$ cat src/hw/rtl/c2s_pkg.sv
// ----------------------------------------------------------------------------
// c2s_pkg
// Shared types, constants and the arctangent table for the cartesian to
// spherical converter.
// ----------------------------------------------------------------------------
package c2s_pkg;

	localparam int COORD_WIDTH  = 16;
	localparam int CORDIC_STEPS = 16;
	localparam int FRAC_BITS    = 14;
	localparam int ANGLE_W      = 16;

	// datapath: scaled coordinate plus headroom for CORDIC gain and sign
	localparam int DATA_W = COORD_WIDTH + FRAC_BITS + 4;
	localparam int MAG_W  = DATA_W - 2;
	localparam int ANG_W  = 33;
	localparam int GAIN_W = 30;
	localparam int PROD_W = MAG_W + GAIN_W;

	localparam logic [GAIN_W-1:0] INV_GAIN = 30'd652032874;
	localparam logic [PROD_W-1:0] GAIN_ROUND = PROD_W'(64'h2000_0000);

	localparam logic signed [ANG_W-1:0] HALF_TURN    = 33'sh0_8000_0000;
	localparam logic signed [ANG_W-1:0] QUARTER_TURN = 33'sh0_4000_0000;

	// atan(2^-i) in units of 2^-32 turn
	localparam logic [31:0] ATAN_UNITS [32] = '{
		32'h20000000, 32'h12E4051E, 32'h09FB385B, 32'h051111D4,
		32'h028B0D43, 32'h0145D7E1, 32'h00A2F61E, 32'h00517C55,
		32'h0028BE53, 32'h00145F2F, 32'h000A2F98, 32'h000517CC,
		32'h00028BE6, 32'h000145F3, 32'h0000A2FA, 32'h0000517D,
		32'h000028BE, 32'h0000145F, 32'h00000A30, 32'h00000518,
		32'h0000028C, 32'h00000146, 32'h000000A3, 32'h00000051,
		32'h00000029, 32'h00000014, 32'h0000000A, 32'h00000005,
		32'h00000003, 32'h00000001, 32'h00000001, 32'h00000000
	};

	typedef struct packed {
		logic signed [COORD_WIDTH-1:0] x_coord;
		logic signed [COORD_WIDTH-1:0] y_coord;
		logic signed [COORD_WIDTH-1:0] z_coord;
	} point_t;

	typedef struct packed {
		logic [COORD_WIDTH-1:0] radius;
		logic [ANGLE_W-1:0]     polar_angle;
		logic [ANGLE_W-1:0]     azimuth_angle;
	} result_t;

	typedef struct packed {
		logic signed [DATA_W-1:0] x;
		logic signed [DATA_W-1:0] y;
		logic signed [ANG_W-1:0]  ang;
	} vec_t;

	function automatic logic signed [ANG_W-1:0] atan_step(input int i);
		logic [4:0] idx;
		idx = i[4:0];
		return $signed({1'b0, ATAN_UNITS[idx]});
	endfunction

endpackage

$ cat src/hw/rtl/c2s_gain_comp.sv
// ----------------------------------------------------------------------------
// c2s_gain_comp
// CORDIC gain compensation: multiply by 1/K in Q30, round half up.
// Two stages, product then rounding shift.
// ----------------------------------------------------------------------------
module c2s_gain_comp (
	input  logic                       clk,
	input  logic                       arst_n,
	input  logic                       in_valid,
	input  logic [c2s_pkg::MAG_W-1:0]  mag,
	output logic                       out_valid,
	output logic [c2s_pkg::MAG_W-1:0]  comp_mag
);

	logic [c2s_pkg::PROD_W-1:0] prod_s1;
	logic [c2s_pkg::PROD_W-1:0] rounded;
	logic [c2s_pkg::MAG_W-1:0]  comp_s2;
	logic                       valid_s1, valid_s2;

	always_ff @(posedge clk or negedge arst_n) begin
		if (!arst_n) begin
			valid_s1 <= 1'b0;
			valid_s2 <= 1'b0;
		end else begin
			valid_s1 <= in_valid;
			valid_s2 <= valid_s1;
		end
	end

	assign rounded = prod_s1 + c2s_pkg::GAIN_ROUND;

	always_ff @(posedge clk) begin
		prod_s1 <= c2s_pkg::PROD_W'(mag) * c2s_pkg::PROD_W'(c2s_pkg::INV_GAIN);
		comp_s2 <= rounded[c2s_pkg::PROD_W-1:c2s_pkg::GAIN_W];
	end

	assign out_valid = valid_s2;
	assign comp_mag  = comp_s2;

endmodule
$ cat config.mk
export PLATFORM = sky130hd
export DESIGN_NAME = c2s_gain_comp
export DESIGN_NICKNAME = d
export VERILOG_FILES = /design/src/hw/rtl/c2s_pkg.sv /design/src/hw/rtl/c2s_gain_comp.sv
export SDC_FILE = /design/constraint.sdc
export NUM_CORES = 1
export LEC_CHECK = 0
export ABC_AREA = 0
export BUFFER_PORTS_ARGS = -buffer_cell sky130_fd_sc_hd__buf_2
export CORE_MARGIN = 5
export CORE_UTILIZATION = 30
export CTS_CLUSTER_SIZE = 30
export DETAILED_ROUTE_END_ITERATION = 7
export PLACE_DENSITY = 0.45
export SETUP_SLACK_MARGIN = 0.1
export SYNTH_ARGS = -nofsm -noshare
export SYNTH_HDL_FRONTEND = slang
export SYNTH_SLANG_ARGS = --single-unit
$ cat constraint.sdc
create_clock -name clk -period 4.5 [get_ports clk]
set_clock_uncertainty 0.15 [all_clocks]
set_input_delay 0.675 -clock clk [delete_from_list [all_inputs] [get_ports clk]]
set_output_delay 0.675 -clock clk [all_outputs]
set_load 0.005 [all_outputs]
## After elaboration in Yosys (flattened, before gate mapping)

Index checks and enable logic that the tools add are counted.

- Add/subtract/negate cells: 1
- Multipliers: 1

Operators by type and width:

| kind | count |
|---|---|
| $add 62x30->62 const B | 1 |
| $mul 32x29->61 const B | 1 |

- Bits in registers: 95
- Input bits: 35
- Output and inout port bits: 33
- Word-level logic and storage cells: 6

## Logic depth before layout (Yosys ltp)

Gate-level depths: netlist of the first run.

- Depth after elaboration: 1
- Depth in mapped cells: 25
- Gate-level depth less buffers: 25

## Least setup slack after synthesis of the first run

Ideal clock, no wire load.

- Path kind: in2reg
- Start point: input mag[8] (netlist bit)
- End point: register prod_s1[48] (netlist bit)
- Library setup time: 0.119 ns
- Arrival: 6.841 ns
- Data required time: 4.231 ns
- Setup slack: -2.610 ns
- Stages on the path: 25
- Path buffers: 0
- Cells stage by stage: inv_1 fa_1 fa_1 inv_1 fa_1 inv_1 fa_1 inv_1 fa_1 fa_1 fa_1 inv_1 fa_1 inv_1 ha_1 a21oi_2 o211ai_1 a211oi_2 nand3b_1 o21ai_2 a21oi_2 a21boi_2 o31ai_2 a311o_1 xor2_1

- Word-level cells in the longest chain between the ends: 1

RTL lines:

| what | RTL line | source |
|---|---|---|
| start: declaration | c2s_gain_comp.sv:10 | `input logic [c2s_pkg::MAG_W-1:0] mag,` |
| $mul 32x29->61 | c2s_gain_comp.sv:33 | `prod_s1 <= c2s_pkg::PROD_W'(mag) * c2s_pkg::PROD_W'(c2s_pkg::INV_GAIN);` |
| end signal: assignment | c2s_gain_comp.sv:33 |  |
| end: declaration | c2s_gain_comp.sv:15 | `logic [c2s_pkg::PROD_W-1:0] prod_s1;` |

No other way between the ends.

## Worst setup path in the final report of the first run

- Start point: input mag[7] (netlist bit)
- End point: register prod_s1[48] (netlist bit)

Same word-level chain as after synthesis.

==> flow_metrics.env, run 1 <==
export IMPL_clk_pin_slew_ns=0.05
export IMPL_whs_ns=0.194
export IMPL_post_route_period_util_pct=159
export IMPL_hold_depth=0
export IMPL_hold_viol=0
export IMPL_fin_util_pct=37.9
export IMPL_nNetsFinal=3248
export IMPL_synthTopCellsByCount="721 x inv_1, 457 x fa_1, 355 x ha_1, 65 x dfxtp_1, 51 x a21oi_1"
export IMPL_rows=94
export IMPL_slew_limit_headroom_pct=50.4
export IMPL_vias_per_cell=4.26
export IMPL_status="finished, violations left"
export IMPL_routedWlPerCell_um=16.6
export IMPL_report_final_slew_viol_count=0
export IMPL_synth_nets=2801
export IMPL_drt_total_wl_um=54400
export IMPL_grt_pass1_vias=16100
export IMPL_failed_checks="negative setup slack"
export IMPL_timing_final_ws_setup_ns=-2.65
export IMPL_wl_met2_um=28000
export IMPL_grt_ovfl_total=0
export IMPL_synth_distinct_cells=52
export IMPL_synth_top_area_cell="fa_1"
export IMPL_path_max_fanout=4
export IMPL_seq_area_frac_synth_pct=6.80
export IMPL_grt_pass1_wl_um=87300
export IMPL_synth_area_per_cell_um2=10.2
export IMPL_cts_root_buf="clkbuf_16"
export IMPL_synth_cells=1954
export IMPL_ys_ff_latch=67
export IMPL_topRoutingLayerUsed="met4"
export IMPL_yosys_warnings=0
export IMPL_hold_class="register to register"
export IMPL_track_usage_pct=15.7
export IMPL_grt_antenna_before_repair=0
export IMPL_worst_pin_slew_ns=0.737
export IMPL_synth_flop_cell="dfxtp_1"
export IMPL_rsz0062_at_grt="yes"
export IMPL_cts_buffers=9
export IMPL_cap_violations=0
export IMPL_cp_start_kind="primary input"
export IMPL_criticalPathCategory="primary input to register"
export IMPL_syn_area_mm2=0.0199
export IMPL_grt_max_degree=12
export IMPL_antennaDiodeCount=0
export IMPL_gp_congestion=0.904
export IMPL_endpoint_kind="register"
export IMPL_fmax_ghz=0.140
export IMPL_pre_cts_ws_ns=-3.18
export IMPL_io_buffers=67
export IMPL_dieArea_mm2=0.0715
export IMPL_clock_path_buffers=2
export IMPL_initial_utilization_pct=30.2
export IMPL_cts_tree="done"
export IMPL_met3_wirelength_um=1160
export IMPL_clock_latency_ns=0.32
export IMPL_layout_drive_gt1_share_pct=22.8
export IMPL_syn2layout_area_growth_pct=25.5
export IMPL_wl_met1_um=23500
export IMPL_core_region_area_mm2=0.0657
export IMPL_ant_nets=0
export IMPL_yosys_top_cells_area="fa_1 46%, ha_1 22%, inv_1 14%"
export IMPL_ios=68
export IMPL_die_h_um=267
export IMPL_drc=0
export IMPL_die_x_um=267
export IMPL_reg2regPathDepth=7
export IMPL_dr_total_vias=13900
export IMPL_synth_top_area_share_pct=46.0
export IMPL_synth_edf_count=0
export IMPL_htreeDepth=3
export IMPL_first_iter_violations=426
export IMPL_dr_pass1_iters=5
export IMPL_dpl_hpwl_um=51600
export IMPL_setup_violations=33
export IMPL_cts_sinks=67
export IMPL_synth_most_common_cell="inv_1"
export IMPL_synthArstFlopShare_pct=2.99
export IMPL_period_minus_slack_ns=7.15
export IMPL_cp_arrival_ns=7.21
export IMPL_cp_required_ns=4.56
-- sequential cells by signal, summed over array words and instances (netlist names) --
name       cells
valid_s1       1
prod_s1       33
comp_mag      32
out_valid      1
-- routing by layer --
layer | vias to the layer above | track usage, %
li1 | 6675 | -
met1 | 7015 | 20.3
met2 | 169 | 28.3
met3 | 63 | 1.30
met4 | 0 | 4.37
met5 | - | 0
-- path summary, 6_finish.rpt --
kind                                      from                   end  slack (ns)
max                                     mag[7]   prod_s1[48]$_DFF_P_       -2.65
min                         valid_s1$_DFF_PN0_   out_valid$_DFF_PN0_        0.19
max reg2reg                prod_s1[43]$_DFF_P_  comp_mag[28]$_DFF_P_        2.07
min reg2reg                 valid_s1$_DFF_PN0_   out_valid$_DFF_PN0_        0.19
max in group asynchronous               arst_n    valid_s1$_DFF_PN0_        3.58
min in group asynchronous               arst_n   out_valid$_DFF_PN0_        0.53
-- repair_timing --
item / in CTS / in global routing
setup endpoints to repair: 33 / 33
hold buffers: 1 / 0
gates resized for setup: 49 / 56
setup buffers: 14 / 8
pin swaps: 25 / 37
endpoints found under the hold margin: 2 / 0
gates cloned: 0 / 0
-- worst max-delay path, stage by stage --
cell and delay (ns):
buf_8 0.08, clkinvlp_4 0.11, fa_1 0.46, fa_1 0.51, inv_2 0.04, fa_1 0.57, inv_2 0.06, fa_1 0.53
inv_1 0.05, fa_2 0.56, fa_1 0.44, fa_1 0.49, inv_1 0.05, fa_1 0.49, inv_2 0.05, ha_4 0.22
a21oi_4 0.15, o211ai_1 0.14, a211oi_4 0.24, nand3b_1 0.17, o21ai_4 0.26, a21oi_4 0.11, a21boi_2 0.18, o31ai_2 0.09
a311o_1 0.33, xor2_1 0.14
-- metrics by stage --
stage / TNS (ns) / cell area (µm²) / cells
floorplan: -69.70 / 19900 / 1954
global placement: -91.63 / 24000 / 3237
detailed placement: -94.20 / 24000 / 3237
CTS: -80.31 / 24600 / 3265
global route: -85.13 / 24900 / 3270
finish: -79.18 / 24900 / 3270
-- cells in the final DEF (no fill, tap or decap), drive strengths merged, types with 3 or more instances in the layout --
master    count
nor3          7
nand3        23
buf         432
inv         717
nor2b         4
nor2         29
o21a          3
xnor2        48
a31oi         4
a221oi        3
clkbuf       21
a21oi        57
a21o         16
xor2         18
o211ai        6
and3         10
clkinvlp      4
a21boi        3
nand4        13
o21bai        6
fa          457
a211oi        5
nand2        45
ha          355
o31ai         3
o21ai        26
dfxtp        65
nand2b        3
-- cell type report --
| class | instances | area, µm² |
|---|---|---|
| clock buffers | 15 | 288 |
| clock inverters | 1 | 30.0 |
| fillers | 6664 | 40800 |
| inverters | 721 | 2720 |
| multi-input cells | 1163 | 16300 |
| flip-flops and latches | 67 | 1350 |
| well taps | 864 | 1080 |
| repair buffers | 439 | 3200 |
-- cell families (layout without fill, tap and decap cells) --
family | after synthesis | in the layout | share of synthesized area, %
compound gates | 141 | 141 | 4.72
xor+xnor | 66 | 66 | 2.91
fa+ha+maj | 812 | 812 | 68.4
buf+inv | 724 | 1176 | 13.7
flops | 67 | 67 | 6.80
simple gates | 144 | 144 | 3.48
Power of run 1 is not shown: default switching activity piles up to over one toggle a cycle in this logic, so the estimate is an artifact.
==> run 2: changes to the inputs <==
==> constraint.sdc (replaced) <==
create_clock -name clk -period 4.5 [get_ports clk]
set_clock_uncertainty 0.15 [all_clocks]
set_input_delay 0.9 -clock clk [delete_from_list [all_inputs] [get_ports clk]]
set_output_delay 0.9 -clock clk [all_outputs]
set_load 0.005 [all_outputs]
==> flow_metrics.env, run 2 (synthesis results as in run 1) <==
export IMPL_first_iter_violations=409
export IMPL_path_delay_family="adder cells"
export IMPL_layout_drive_gt1_share_pct=23.2
export IMPL_clock_path_buffers=2
export IMPL_slowest_delay_ns=0.58
export IMPL_final_cell_mix="705 x inv_1, 447 x fa_1, 358 x buf_4"
export IMPL_io_buffers=67
export IMPL_drc=0
export IMPL_worst_pin_slew_ns=0.747
export IMPL_report_final_slew_viol_count=0
export IMPL_cp_start_kind="primary input"
export IMPL_cts_sinks=67
export IMPL_dieArea_mm2=0.0715
export IMPL_slew_limit_headroom_pct=49.7
export IMPL_period_minus_slack_ns=7.47
export IMPL_grt_antenna_before_repair=0
export IMPL_slowest_stage="fa_1"
export IMPL_whs_ns=0.194
export IMPL_die_h_um=267
export IMPL_grt_pass1_wl_um=87400
export IMPL_cts_root_buf="clkbuf_16"
export IMPL_dr_total_vias=13900
export IMPL_path_buf_inv=7
export IMPL_drt_total_wl_um=54400
export IMPL_syn2layout_area_growth_pct=26.3
export IMPL_cp_common_cell="fa_1"
export IMPL_vias_per_cell=4.25
export IMPL_grt_ovfl_total=0
export IMPL_initial_utilization_pct=30.2
export IMPL_cts_tree="done"
export IMPL_post_route_period_util_pct=166
export IMPL_dpl_hpwl_um=51500
export IMPL_grt_max_degree=12
export IMPL_gp_congestion=0.904
export IMPL_clock_latency_ns=0.32
export IMPL_final_cell_area_mm2=0.0251
export IMPL_cts_hold_fix_buffers=0
export IMPL_criticalPathCategory="primary input to register"
export IMPL_top_register="prod_s1"
export IMPL_ios=68
export IMPL_failed_checks="negative setup slack"
export IMPL_die_x_um=267
export IMPL_setup_violations=33
export IMPL_endpoint_kind="register"
export IMPL_hold_class="register to register"
export IMPL_path_max_fanout=4
export IMPL_ant_nets=0
export IMPL_cts_buffers=9
export IMPL_grt_pass1_vias=16100
export IMPL_fin_util_pct=38.2
export IMPL_rows=94
export IMPL_timing_final_ws_setup_ns=-2.97
export IMPL_mostFrequentLayoutCell="inv_1"
export IMPL_cap_violations=0
export IMPL_core_region_area_mm2=0.0657
export IMPL_fmax_ghz=0.134
export IMPL_clk_pin_slew_ns=0.05
export IMPL_routedWlPerCell_um=16.6
export IMPL_largest_reg_flops=33
export IMPL_track_usage_pct=15.7
export IMPL_antennaDiodeCount=0
export IMPL_cp_required_ns=4.56
export IMPL_nNetsFinal=3248
export IMPL_htreeDepth=3
export IMPL_cp_arrival_ns=7.52
export IMPL_rsz0062_at_grt="yes"
export IMPL_status="finished, violations left"
export IMPL_dpl_cell_area_mm2=0.0240
export IMPL_hold_viol=0
export IMPL_dr_pass1_iters=5
run 2: changes by cell type in the layout (fill, tap and decap cells not counted), sizes merged:
| cell | before | now |
|---|---|---|
| buf | 432 | 433 |
| dlygate4sd3 | 1 | 0 |
run 2: path summary, 6_finish.rpt:
check	startpoint	slack, ns	to	depth (start not counted)
max	mag[7]	-2.97	prod_s1[48]$_DFF_P_	26
min reg2reg	valid_s1$_DFF_PN0_	0.19	out_valid$_DFF_PN0_	0
min	valid_s1$_DFF_PN0_	0.19	out_valid$_DFF_PN0_	0
min in group asynchronous	arst_n	0.20	out_valid$_DFF_PN0_	1
max in group asynchronous	arst_n	3.91	valid_s1$_DFF_PN0_	1
max reg2reg	prod_s1[43]$_DFF_P_	2.05	comp_mag[28]$_DFF_P_	7
run 2: what timing repair did:
| item | in CTS | in global routing |
|---|---|---|
| gates cloned | 0 | 0 |
| pin swaps | 20 | 44 |
| setup endpoints to repair | 33 | 33 |
| buffers inserted | 9 | 15 |
| gates resized for setup | 47 | 97 |
run 2: cell type report:
cell class / count / area [µm²]
Inverter: 721 / 2720
Clock inverter: 1 / 30.0
Clock buffer: 15 / 288
Multi-Input combinational cell: 1163 / 16400
Timing Repair Buffer: 439 / 3250
Fill cell: 6640 / 40600
Tap cell: 864 / 1080
Sequential cell: 67 / 1350
run 2: worst reg2reg max path: stages (launching register included):
cell and delay, ns:
dfxtp_1 0.39, and3_1 0.21, and3_1 0.18, nand3_1 0.13, nor4_1 0.68, nand2b_1 0.16
or2_2 0.32, xnor2_1 0.13
run 2: layer usage:
layer / up-vias / part of all wire, % / GRT usage, %
li1: 6680 / - / -
met1: 7018 / 43 / 20.5
met2: 147 / 52 / 28.1
met3: 64 / 2.1 / 1.34
met4: 0 / 3.3 / 4.06
met5: - / 0 / 0
run 2: stage by stage:
step           worst slack, ns  instances  setup TNS (ns)
2_1_floorplan            -2.70       1954          -77.12
3_3_place_gp             -3.27       3237          -99.05
3_5_place_dp             -3.38       3237         -101.06
4_1_cts                  -2.91       3261          -87.33
5_1_grt                  -3.10       3270          -93.33
6_report                 -2.97       3270          -88.52
Power of run 2 is left out for the same reason.
